$ cat config.mk
export PLATFORM = sky130hd
export DESIGN_NAME = vector_distance_nearest_search_unit
export DESIGN_NICKNAME = d
export VERILOG_FILES = /design/src/design/vdns_pkg.sv /design/src/design/vdns_in_stage.sv /design/src/design/vdns_accum.sv /design/src/design/vdns_argmin.sv /design/src/design/vector_distance_nearest_search_unit.sv
export VERILOG_INCLUDE_DIRS = /design/src /design/src/design
export SDC_FILE = /design/constraint.sdc
export NUM_CORES = 1
export LEC_CHECK = 0
export BUFFER_PORTS_ARGS = -buffer_cell sky130_fd_sc_hd__buf_2
export CAP_MARGIN = 40
export CORE_MARGIN = 2
export CORE_UTILIZATION = 41
export DETAILED_ROUTE_END_ITERATION = 10
export HOLD_SLACK_MARGIN = 0.1
export SYNTH_ARGS = -nofsm -noshare
export SYNTH_HDL_FRONTEND = slang
export SYNTH_SLANG_ARGS = --single-unit
$ cat constraint.sdc
create_clock -name clk_i -period 19.6 [get_ports clk_i]
set_input_delay 4.9 -clock clk_i [delete_from_list [all_inputs] [get_ports clk_i]]
set_output_delay 4.9 -clock clk_i [all_outputs]
set_load 0.01 [all_outputs]
$ cat src/design/vector_distance_nearest_search_unit_macros.svh
// Assertion helpers shared by the distance search unit.
`ifndef VECTOR_DISTANCE_NEAREST_SEARCH_UNIT_MACROS_SVH
`define VECTOR_DISTANCE_NEAREST_SEARCH_UNIT_MACROS_SVH

`ifndef SYNTHESIS
// Concurrent assertion on an explicit clock and active-low reset.
`define VDNS_ASSERT_CLK(lbl, clk, rstn, prop, msg) \
  lbl: assert property (@(posedge clk) disable iff (!rstn) (prop)) else $error(msg);
// Concurrent assertion on the block clock and reset.
`define VDNS_ASSERT(lbl, prop, msg) \
  `VDNS_ASSERT_CLK(lbl, clk_i, rst_ni, prop, msg)
`else
`define VDNS_ASSERT_CLK(lbl, clk, rstn, prop, msg)
`define VDNS_ASSERT(lbl, prop, msg)
`endif

`endif

$ cat src/design/vdns_pkg.sv
package vdns_pkg;

  localparam int ACC_W      = 48;
  localparam int IDX_W      = 16;
  localparam int ELEM_WIDTH = 16;
  localparam int VEC_MAX    = 65536;

  typedef enum logic [1:0] {
    METRIC_L2   = 2'd0,
    METRIC_L1   = 2'd1,
    METRIC_LINF = 2'd2,
    METRIC_IP   = 2'd3
  } metric_e;

  // Framing flags that travel with each element pair.
  typedef struct packed {
    logic last_elem;
    logic last_vector;
  } frame_t;

endpackage

$ cat src/design/vdns_in_stage.sv
module vdns_in_stage #(
  parameter int ElemWidth = vdns_pkg::ELEM_WIDTH
) (
  input  logic                        clk_i,
  input  logic                        rst_ni,
  input  logic                        in_valid_i,
  output logic                        in_ready_o,
  input  logic signed [ElemWidth-1:0] query_elem_i,
  input  logic signed [ElemWidth-1:0] cand_elem_i,
  input  logic                        last_elem_i,
  input  logic                        last_vector_i,
  input  logic                        out_free_i,
  output logic                        adv_o,
  output logic signed [ElemWidth-1:0] query_o,
  output logic signed [ElemWidth-1:0] cand_o,
  output vdns_pkg::frame_t            frame_o
);

  logic                        valid_q, valid_d;
  logic signed [ElemWidth-1:0] query_q;
  logic signed [ElemWidth-1:0] cand_q;
  vdns_pkg::frame_t            frame_q;
  logic                        accept;

  // A word that ends no candidate never needs the result register.
  assign adv_o      = valid_q && (!frame_q.last_elem || out_free_i);
  assign in_ready_o = !valid_q || adv_o;
  assign accept     = in_valid_i && in_ready_o;

  always_comb begin
    valid_d = valid_q;
    if (accept) begin
      valid_d = 1'b1;
    end else if (adv_o) begin
      valid_d = 1'b0;
    end
  end

  always_ff @(posedge clk_i or negedge rst_ni) begin
    if (!rst_ni) begin
      valid_q <= 1'b0;
    end else begin
      valid_q <= valid_d;
    end
  end

  always_ff @(posedge clk_i) begin
    if (accept) begin
      query_q             <= query_elem_i;
      cand_q              <= cand_elem_i;
      frame_q.last_elem   <= last_elem_i;
      frame_q.last_vector <= last_vector_i;
    end
  end

  assign query_o = query_q;
  assign cand_o  = cand_q;
  assign frame_o = frame_q;

endmodule

$ cat src/design/vdns_accum.sv
`include "vector_distance_nearest_search_unit_macros.svh"

module vdns_accum #(
  parameter int ElemWidth = vdns_pkg::ELEM_WIDTH
) (
  input  logic                              clk_i,
  input  logic                              rst_ni,
  input  logic                              cfg_we_i,
  input  logic [1:0]                        cfg_data_i,
  input  logic                              adv_i,
  input  logic signed [ElemWidth-1:0]       query_i,
  input  logic signed [ElemWidth-1:0]       cand_i,
  input  vdns_pkg::frame_t                  frame_i,
  output logic signed [vdns_pkg::ACC_W-1:0] acc_next_o
);

  localparam int AccW  = vdns_pkg::ACC_W;
  localparam int ProdW = 2 * ElemWidth + 2;
  localparam int SumW  = ((ProdW > AccW) ? ProdW : AccW) + 1;

  localparam logic signed [AccW-1:0] AccMax = {1'b0, {(AccW-1){1'b1}}};
  localparam logic signed [AccW-1:0] AccMin = {1'b1, {(AccW-1){1'b0}}};

  vdns_pkg::metric_e           metric_q;
  logic signed [AccW-1:0]      acc_q, acc_d;
  logic signed [ElemWidth:0]   q_ext, c_ext, diff;
  logic        [ElemWidth:0]   abs_diff;
  logic signed [ElemWidth:0]   mul_a, mul_b;
  logic signed [ProdW-1:0]     prod;
  logic signed [SumW-1:0]      term, sum;
  logic        [SumW-AccW:0]   sum_top;
  logic signed [AccW-1:0]      sum_sat;
  logic signed [AccW-1:0]      abs_wide;

  assign q_ext    = {query_i[ElemWidth-1], query_i};
  assign c_ext    = {cand_i[ElemWidth-1], cand_i};
  assign diff     = q_ext - c_ext;
  assign abs_diff = diff[ElemWidth] ? (~diff + 1'b1) : diff;
  assign abs_wide = {{(AccW-ElemWidth-1){1'b0}}, abs_diff};

  // One multiplier serves both the squared difference and the inner product.
  assign mul_a = (metric_q == vdns_pkg::METRIC_IP) ? q_ext : diff;
  assign mul_b = (metric_q == vdns_pkg::METRIC_IP) ? c_ext : diff;
  assign prod  = mul_a * mul_b;

  always_comb begin
    if (metric_q == vdns_pkg::METRIC_L1) begin
      term = {{(SumW-ElemWidth-1){1'b0}}, abs_diff};
    end else begin
      term = {{(SumW-ProdW){prod[ProdW-1]}}, prod};
    end
  end

  assign sum     = {{(SumW-AccW){acc_q[AccW-1]}}, acc_q} + term;
  assign sum_top = sum[SumW-1:AccW-1];

  always_comb begin
    if ((&sum_top) || !(|sum_top)) begin
      sum_sat = sum[AccW-1:0];
    end else if (sum[SumW-1]) begin
      sum_sat = AccMin;
    end else begin
      sum_sat = AccMax;
    end
  end

  always_comb begin
    unique case (metric_q)
      vdns_pkg::METRIC_L2: acc_next_o = sum_sat;
      vdns_pkg::METRIC_L1: acc_next_o = sum_sat;
      vdns_pkg::METRIC_LINF: begin
        acc_next_o = (abs_wide > acc_q) ? abs_wide : acc_q;
      end
      default: acc_next_o = sum_sat;
    endcase
  end

  assign acc_d = frame_i.last_elem ? '0 : acc_next_o;

  always_ff @(posedge clk_i or negedge rst_ni) begin
    if (!rst_ni) begin
      metric_q <= vdns_pkg::METRIC_L2;
      acc_q    <= '0;
    end else begin
      if (cfg_we_i) begin
        metric_q <= vdns_pkg::metric_e'(cfg_data_i);
      end
      if (adv_i) begin
        acc_q <= acc_d;
      end
    end
  end

  `VDNS_ASSERT(a_acc_clear, adv_i && frame_i.last_elem |=> acc_q == '0, "acc not cleared")
  `VDNS_ASSERT(a_acc_sum_grows, adv_i && (metric_q == vdns_pkg::METRIC_L1 || metric_q == vdns_pkg::METRIC_L2) |-> acc_next_o >= acc_q, "distance sum shrank")
  `VDNS_ASSERT(a_acc_max_grows, adv_i && metric_q == vdns_pkg::METRIC_LINF |-> acc_next_o >= acc_q, "running max shrank")

endmodule

$ cat src/design/vdns_argmin.sv
`include "vector_distance_nearest_search_unit_macros.svh"

module vdns_argmin #(
  parameter int VecMax = vdns_pkg::VEC_MAX
) (
  input  logic                              clk_i,
  input  logic                              rst_ni,
  input  logic                              wr_en_i,
  input  logic signed [vdns_pkg::ACC_W-1:0] dist_i,
  input  logic                              last_vector_i,
  input  logic                              out_ready_i,
  output logic                              out_free_o,
  output logic                              out_valid_o,
  output logic signed [vdns_pkg::ACC_W-1:0] distance_o,
  output logic        [vdns_pkg::IDX_W-1:0] vector_index_o,
  output logic        [vdns_pkg::IDX_W-1:0] best_index_o,
  output logic signed [vdns_pkg::ACC_W-1:0] best_distance_o,
  output logic                              set_done_o
);

  localparam int AccW = vdns_pkg::ACC_W;
  localparam int IdxW = vdns_pkg::IDX_W;

  logic                   out_v_q;
  logic                   first_q;
  logic        [IdxW-1:0] cnt_q, cnt_d;
  logic signed [AccW-1:0] min_q;
  logic        [IdxW-1:0] min_idx_q;
  logic        [IdxW:0]   cnt_inc;
  logic                   better;
  logic signed [AccW-1:0] new_min;
  logic        [IdxW-1:0] new_idx;
  logic signed [AccW-1:0] dist_q;
  logic        [IdxW-1:0] vidx_q;
  logic        [IdxW-1:0] bidx_q;
  logic signed [AccW-1:0] bdist_q;
  logic                   done_q;

  assign out_free_o = !out_v_q || out_ready_i;

  // The first candidate of a set always wins; later ones only when strictly smaller.
  assign better  = first_q || (dist_i < min_q);
  assign new_min = better ? dist_i : min_q;
  assign new_idx = better ? cnt_q : min_idx_q;

  assign cnt_inc = {1'b0, cnt_q} + 1'b1;

  always_comb begin
    if (32'(cnt_inc) >= 32'(VecMax)) begin
      cnt_d = '0;
    end else begin
      cnt_d = cnt_inc[IdxW-1:0];
    end
  end

  always_ff @(posedge clk_i or negedge rst_ni) begin
    if (!rst_ni) begin
      out_v_q   <= 1'b0;
      first_q   <= 1'b1;
      cnt_q     <= '0;
      min_q     <= '0;
      min_idx_q <= '0;
    end else begin
      if (wr_en_i) begin
        out_v_q <= 1'b1;
      end else if (out_ready_i) begin
        out_v_q <= 1'b0;
      end
      if (wr_en_i) begin
        if (last_vector_i) begin
          first_q   <= 1'b1;
          cnt_q     <= '0;
          min_q     <= '0;
          min_idx_q <= '0;
        end else begin
          first_q   <= 1'b0;
          cnt_q     <= cnt_d;
          min_q     <= new_min;
          min_idx_q <= new_idx;
        end
      end
    end
  end

  always_ff @(posedge clk_i) begin
    if (wr_en_i) begin
      dist_q  <= dist_i;
      vidx_q  <= cnt_q;
      bidx_q  <= new_idx;
      bdist_q <= new_min;
      done_q  <= last_vector_i;
    end
  end

  assign out_valid_o     = out_v_q;
  assign distance_o      = dist_q;
  assign vector_index_o  = vidx_q;
  assign best_index_o    = bidx_q;
  assign best_distance_o = bdist_q;
  assign set_done_o      = done_q;

  `VDNS_ASSERT(a_no_overwrite, wr_en_i && out_v_q |-> out_ready_i, "result overwritten")
  `VDNS_ASSERT(a_set_restart, wr_en_i && last_vector_i |=> first_q && cnt_q == '0, "set not restarted")
  `VDNS_ASSERT(a_set_continue, wr_en_i && !last_vector_i |=> !first_q, "first flag kept")
  `VDNS_ASSERT(a_best_bound, out_v_q |-> bdist_q <= dist_q, "best above own distance")

endmodule

$ cat src/design/vector_distance_nearest_search_unit.sv
// Channel  Direction  Handshake                  Word
// in       input      in_valid_i / in_ready_o    query_elem, cand_elem, last_elem, last_vector
// cfg      input      cfg_valid_i / cfg_ready_o  cfg_data_i (metric)
// out      output     out_valid_o / out_ready_i  distance, indexes, best distance, set_done
//
// One pair per cycle unless a closing word waits; the multiply-accumulate loop is unpipelined.
// A closing word is registered at input, then its result in the output register, unless the
// output register still holds an unread result.
// A word that closes a candidate waits in the input register while the output is full;
// other words pass without waiting. Reset clears the accumulator, search state and metric.
// The configuration port is always ready and needs no clearing pass.
module vector_distance_nearest_search_unit #(
  parameter int ElemWidth = vdns_pkg::ELEM_WIDTH,
  parameter int VecMax    = vdns_pkg::VEC_MAX
) (
  input  logic                              clk_i,
  input  logic                              rst_ni,
  input  logic                              in_valid_i,
  output logic                              in_ready_o,
  input  logic signed [ElemWidth-1:0]       query_elem_i,
  input  logic signed [ElemWidth-1:0]       cand_elem_i,
  input  logic                              last_elem_i,
  input  logic                              last_vector_i,
  input  logic                              cfg_valid_i,
  output logic                              cfg_ready_o,
  input  logic [1:0]                        cfg_data_i,
  output logic                              out_valid_o,
  input  logic                              out_ready_i,
  output logic signed [vdns_pkg::ACC_W-1:0] distance_o,
  output logic        [vdns_pkg::IDX_W-1:0] vector_index_o,
  output logic        [vdns_pkg::IDX_W-1:0] best_index_o,
  output logic signed [vdns_pkg::ACC_W-1:0] best_distance_o,
  output logic                              set_done_o
);

  logic                              adv;
  logic                              out_free;
  logic signed [ElemWidth-1:0]       query;
  logic signed [ElemWidth-1:0]       cand;
  vdns_pkg::frame_t                  frame;
  logic signed [vdns_pkg::ACC_W-1:0] acc_next;

  assign cfg_ready_o = 1'b1;

  vdns_in_stage #(
    .ElemWidth(ElemWidth)
  ) u_in_stage (
    .clk_i        (clk_i),
    .rst_ni       (rst_ni),
    .in_valid_i   (in_valid_i),
    .in_ready_o   (in_ready_o),
    .query_elem_i (query_elem_i),
    .cand_elem_i  (cand_elem_i),
    .last_elem_i  (last_elem_i),
    .last_vector_i(last_vector_i),
    .out_free_i   (out_free),
    .adv_o        (adv),
    .query_o      (query),
    .cand_o       (cand),
    .frame_o      (frame)
  );

  vdns_accum #(
    .ElemWidth(ElemWidth)
  ) u_accum (
    .clk_i     (clk_i),
    .rst_ni    (rst_ni),
    .cfg_we_i  (cfg_valid_i && cfg_ready_o),
    .cfg_data_i(cfg_data_i),
    .adv_i     (adv),
    .query_i   (query),
    .cand_i    (cand),
    .frame_i   (frame),
    .acc_next_o(acc_next)
  );

  vdns_argmin #(
    .VecMax(VecMax)
  ) u_argmin (
    .clk_i          (clk_i),
    .rst_ni         (rst_ni),
    .wr_en_i        (adv && frame.last_elem),
    .dist_i         (acc_next),
    .last_vector_i  (frame.last_vector),
    .out_ready_i    (out_ready_i),
    .out_free_o     (out_free),
    .out_valid_o    (out_valid_o),
    .distance_o     (distance_o),
    .vector_index_o (vector_index_o),
    .best_index_o   (best_index_o),
    .best_distance_o(best_distance_o),
    .set_done_o     (set_done_o)
  );

endmodule
==> impl_results.md, run 1 <==
* Routed wire length at 82470 um
* CORE AREA at 67400 um2
* CP Launch Type: flop
* Synth warnings at 0
* Async SR Flop Fraction at 44.93%
* Final Hold Fails at 0
* Fmax at 0.05586 GHz
* Endpoints failing setup at 0
* Clk sinks at 296
* Area leader, netlist: fa_1
* Clock Latency Late Sink at 560 ps
* Port buffer count at 171
* Slowest CP cell: a311oi_1
* Syn_nets at 3507
* Mapped Area at 28020 um2
* Largest net degree at the start of global routing at 84
* CP arrival at 18380 ps
* GPL Wtd Cong at 0.9464
* Synth Instances at 2967
* Final routed DRC violation total at 0
* Die H at 265.4 um
* Die width at 265.4 um
* Area grow syn2layout at 11.10%
* Synth top cells by count: 466 x inv_1, 391 x nand2_1, 298 x fa_1, 234 x nor2_1, 201 x ha_1
* Post-DP Area at 30060 um2
* Max-slew violations at 0
* Synthesized flop and latch total at 296
* Htree depth at 2
* Min Tclk post-route at 17900 ps
* Max transition margin at 37.97%
* Hold WS at 494.4 ps
* Number of vias per cell at 5.446
* Top_reg_cell synth: edfxtp_1
* Total GRT Usage at 23.69%
* Worst setup EP type: flop
* Number of global-route vias before repair at 22820
* Crit. Startpoint: u_in_stage.query_o[0]$_DFFE_PP_
* Req. time, crit path at 20080 ps
* RR Startpoint: u_in_stage.query_o[0]$_DFFE_PP_
* Crit-path max FO at 83
* Root buf cell: clkbuf_16
* Critical path class: reg2reg
* Vias at 21910
* Top-area cell type share of the netlist area at 21.29%
* Row cnt at 95
* Setup ws final at 1699 ps
* Dpl hpwl at 65720 um
* Hold Crit Class: reg2reg
* Max-cap violations at 0
* Seq/Total Area, Yosys at 29.35%
* Die area at 70460 um2
* Area contributors post-synth: fa_1 21%, edfxtp_1 17%, dfrtp_1 12%
* Initial antenna violation count at 0
* Period utilization at 91.33%
* Post-CTS Setup Inserts at 0
* Gr ovfl total at 0
* Critical Path Sink: u_argmin.min_q[31]$_DFFE_PN0P_
* DP Worst Slack at 1951 ps
* Routed WL per cell at 20.50 um
* R2r setup slk at 1700 ps
* CTS Buffer Depth at 3
* Max incr delay on CP at 580 ps
* Hold buffers post-CTS at 0
* Critical path's most frequent cell: fa_1
* Post-DRT Antenna Nets at 0
* Setup_tns at 0 ps
* Initial Util at 41.58%
* Unique masters post-synth at 78
* Post-Route Skew at 30.63 ps
* Status: complete, no violations
* Clock slew at reported path FFs at 60 ps
* Worst-Margin Slew at 930.4 ps
* Layout cells sized above 1 at 11.56%
* # nets final at 3664
* CTS tree: yes
* RSZ-0062 raised after global routing: false
* CTS Buf Count at 34
* Starting DRT DRC Count at 1553
* Drt pass-1 iters at 5
* I/O Pins at 173
* Design area at 31130 um2
* EDFF count, synth at 163
* FF-to-FF path depth at 67
* Most frequent cell after synthesis: inv_1
* # resized after CTS at 0
* Post-synthesis area per instance at 9.445 um2
* Reg2reg end: u_argmin.min_q[31]$_DFFE_PN0P_
* First-pass GRT wire length at 130700 um
## critical path, delay by kind of cell (launching register included)
kind | cells | cell delay [ps]
buffers and inverters | 8 | 1750
AND/OR/NAND/NOR | 21 | 4020
AO/OA/AOI/OAI | 26 | 6810
flip-flops | 1 | 440
XOR/XNOR | 1 | 150
adder cells (fa/ha/maj) | 11 | 4490
## cell families after synthesis
family	count (synthesis)	share of synthesized area (%)
compound gates	584	13.78
xor+xnor	91	2.893
fa+ha+maj	501	30.33
buf+inv	579	8.032
flops	296	29.35
mux	56	2.224
other cells	1	0.01338
simple gates	859	13.38
## cell type report
cell class              instances  area [um2]
diodes                          1       2.502
clock buffers                  48       944.7
clock inverters                14       123.9
fillers                      6430       36260
inverters                     468        1759
multi-input cells            2092       17570
flip-flops and latches        296        8224
well taps                     873        1092
repair buffers                232        1413
## worst min-delay path by stage
stage	startpoint	endpoint	slack, ps	depth (start not counted)
finish	u_argmin.min_idx_q[2]$_DFFE_PN0P_	u_argmin.min_idx_q[2]$_DFFE_PN0P_	490	1
global route	u_argmin.min_idx_q[6]$_DFFE_PN0P_	u_argmin.min_idx_q[6]$_DFFE_PN0P_	510	1
floorplan	u_in_stage.frame_o[0]$_DFFE_PP_	u_argmin.set_done_o$_DFFE_PP_	420	0
global placement	u_argmin.min_idx_q[12]$_DFFE_PN0P_	u_argmin.min_idx_q[12]$_DFFE_PN0P_	480	1
CTS	u_argmin.min_idx_q[13]$_DFFE_PN0P_	u_argmin.min_idx_q[13]$_DFFE_PN0P_	500	1
detailed placement	u_argmin.min_idx_q[8]$_DFFE_PN0P_	u_argmin.min_idx_q[8]$_DFFE_PN0P_	480	1
## through the flow
step	instances	util (%)
5_1_grt	4023	46.19
6_report	4024	46.19
3_5_place_dp	3961	44.60
3_3_place_gp	3940	44.25
2_1_floorplan	2967	-
4_1_cts	4023	46.19
## registers in the layout (all words and copies together), names as in the netlist, 48 cells and up
name,cells
u_accum.acc_q,48
u_argmin.distance_o,48
u_argmin.min_q,48
u_argmin.best_distance_o,48
## per-layer routing
layer,vias to the layer above,part of all wire (%),global-route usage (%)
met1,10960,46,33.84
li1,10180,-,-
met4,0,2.5,5.970
met2,672,46,38.56
met5,-,0,0
met3,104,5.4,2.574
## cell usage in the layout, fill, tap and decap left out, drive strengths merged, types with 18 or more instances in the layout
cell	n
buf	231
a21oi	133
xnor2	49
nor2	234
fa	298
clkbuf	48
xor2	41
and3	21
a22o	58
ha	201
mux2	50
nor3	26
edfxtp	163
nand4	24
nand3	45
o21a	25
o21ai	140
nand2	391
and2	24
a21o	72
inv	470
nand2b	34
dfrtp	132
a22oi	18
Power of run 1 is left out: the tool's default activity adds up to more than one toggle a clock period on the data nets, which glitch-free logic cannot reach.
==> inputs of run 2 (changes only) <==
--- a/config.mk
+++ b/config.mk
@@ -13,2 +13,3 @@
 export DETAILED_ROUTE_END_ITERATION = 10
+export GPL_ROUTABILITY_DRIVEN = 1
 export HOLD_SLACK_MARGIN = 0.1
==> constraint.sdc (replaced) <==
create_clock -name clk_i -period 19.6 [get_ports clk_i]
set_input_delay 1.96 -clock clk_i [delete_from_list [all_inputs] [get_ports clk_i]]
set_output_delay 1.96 -clock clk_i [all_outputs]
set_load 0.01 [all_outputs]
==> run 2 against run 1 <==
Against the previous run: critical endpoint is now u_argmin.min_q[29]$_DFFE_PN0P_; hold slack hardly changed; critical path type unchanged; fmax is 0.43% lower; final area is 0.18% higher; clock skew hardly changed; global-route usage is 0.18 points higher; worst setup slack worse by 78 ps.
==> impl_results.md, run 2 (synthesis gave the netlist of run 1 again) <==
* Area grow syn2layout at 11.30%
* M2 GR Usage at 39.10% (+0.54 points)
* Slowest CP cell: o41ai_1
* Post-Route Skew at 30.22 ps (-0.4042 ps)
* RR Startpoint: u_in_stage.query_o[0]$_DFFE_PP_
* # resized after CTS at 0 (unchanged)
* Post-DRT Antenna Nets at 0 (unchanged)
* CP Launch Type: flop
* Root buf cell: clkbuf_16
* Htree depth at 2 (unchanged)
* Period utilization at 91.73% (+0.40 points)
* Final Util at 46.28% (+0.085 points)
* Status: complete, no violations
* Routed wire length at 82760 um (+0.35%)
* First-pass GRT wire length at 131500 um (+0.62%)
* Clk sinks at 296 (unchanged)
* Worst-Margin Slew at 953.8 ps (+23.36 ps)
* Critical path class: reg2reg
* Number of vias per cell at 5.438 (-0.15%)
* Critical path's most frequent cell: fa_1
* Drt pass-1 iters at 5 (unchanged)
* Die width at 265.4 um (unchanged)
* CTS Buf Count at 34 (unchanged)
* Hold Crit Class: reg2reg
* Setup_tns at 0 ps (unchanged)
* Starting DRT DRC Count at 1546 (-0.45%)
* Dpl hpwl at 65790 um (+0.11%)
* Largest net degree at the start of global routing at 84 (unchanged)
* Gr ovfl total at 0 (unchanged)
* Crit. Startpoint: u_in_stage.query_o[0]$_DFFE_PP_
* Routed WL per cell at 20.56 um (+0.32%)
* Post-CTS Setup Inserts at 0 (unchanged)
* I/O Pins at 173 (unchanged)
* WHS Path Cells at 1 (unchanged)
* Port buffer count at 171 (unchanged)
* Commonest non-fill, non-tap cell in the layout: inv_1
* # diodes at 0 (-1)
* Clock Latency Late Sink at 560 ps (about the same)
* Max-cap violations at 0 (unchanged)
* Vias at 21890 (-0.12%)
* Total GRT Usage at 23.87% (+0.18 points)
* Met1 GRT Util at 34.30% (+0.46 points)
* Max incr delay on CP at 580 ps (about the same)
* # nets final at 3666 (+0.055%)
* Fmax at 0.05562 GHz (-0.43%)
* CTS tree: yes
* Number of global-route vias before repair at 22630 (-0.83%)
* CP arrival at 18460 ps (+80 ps)
* Met3 usage at 2.620% (+0.046 points)
* CTS Buffer Depth at 3 (unchanged)
* CORE AREA at 67400 um2 (unchanged)
* Commonest non-fill, non-tap cells in the layout: 466 x inv_1, 391 x nand2_1, 298 x fa_1
* Initial Util at 41.58% (unchanged)
* Register Area at 8224 um2 (unchanged)
* Inst Count DP at 3962 (+0.025%)
* Crit-path max FO at 83 (unchanged)
* GPL Wtd Cong at 0.9478 (+0.15%)
* Die H at 265.4 um (unchanged)
* Endpoints failing setup at 0 (unchanged)
* Clock slew at reported path FFs at 60 ps (about the same)
* Initial antenna violation count at 0 (unchanged)
* Final Hold Fails at 0 (unchanged)
* Die area at 70460 um2 (unchanged)
* Layout cells sized above 1 at 11.64% (+0.088 points)
* Fillcell total at 6412 (-0.28%)
* FF-to-FF path depth at 67 (unchanged)
* Max transition margin at 36.42% (-1.6 points)
* Hold buffers post-CTS at 0 (unchanged)
* RSZ-0062 raised after global routing: false
* Hold Startpoint: u_argmin.min_idx_q[14]$_DFFE_PN0P_
* Worst setup EP type: flop
* Row cnt at 95 (unchanged)
* Final routed DRC violation total at 0 (unchanged)
* Max-slew violations at 0 (unchanged)
* Min Tclk post-route at 17980 ps (+77.86 ps)
* GR peak layer: met2
* Post-Layout Cell Count at 4025 (+0.025%)
* Multi-input gate area at 17570 um2 (unchanged)
* Req. time, crit path at 20080 ps (about the same)
run 2: worst paths after layout:
path | end | slack (ps)
setup / recovery | u_argmin.min_q[29]$_DFFE_PN0P_ | 1620
hold / removal | u_argmin.min_idx_q[14]$_DFFE_PN0P_ | 490
setup reg to reg | u_argmin.min_q[29]$_DFFE_PN0P_ | 1620
hold reg to reg | u_argmin.min_idx_q[14]$_DFFE_PN0P_ | 490
max in group asynchronous | u_argmin.min_q[29]$_DFFE_PN0P_ | 16960
min in group asynchronous | u_argmin.cnt_q[1]$_DFFE_PN0P_ | 1410
run 2: cell type report:
| class | instances | share of cell area (%) |
|---|---|---|
| Tap cell | 873 | 3.502 |
| Multi-Input combinational cell | 2092 | 56.34 |
| Clock buffer | 43 | 2.936 |
| Clock inverter | 19 | 0.5456 |
| Sequential cell | 296 | 26.37 |
| Inverter | 468 | 5.640 |
| Timing Repair Buffer | 234 | 4.665 |
run 2: routing by layer:
layer | wire, um | vias to the layer above
met5 | 0 | -
met4 | 1510 | 0
met3 | 4309 | 78
met2 | 38380 | 617
met1 | 38560 | 11010
li1 | - | 10180
run 2: per-stage QoR:
stage / area [um2] / hold slack [ps] / setup WS, ps
4_1_cts: 31170 / 497.3 / 1733
6_report: 31190 / 494.7 / 1621
3_3_place_gp: 29820 / 477.8 / 1836
5_1_grt: 31190 / 509.5 / 385.5
3_5_place_dp: 30090 / 479.9 / 1807
2_1_floorplan: 28020 / 424.4 / 4655
run 2: worst max-delay path, delay by kind of cell, from the launching register on:
family | cells | cell delay [ps]
fa+ha+maj | 11 | 4550
buf+inv | 8 | 1730
flops | 1 | 440
compound gates | 26 | 6720
simple gates | 21 | 4150
xor+xnor | 1 | 170
Power of run 2 is left out for the same reason.
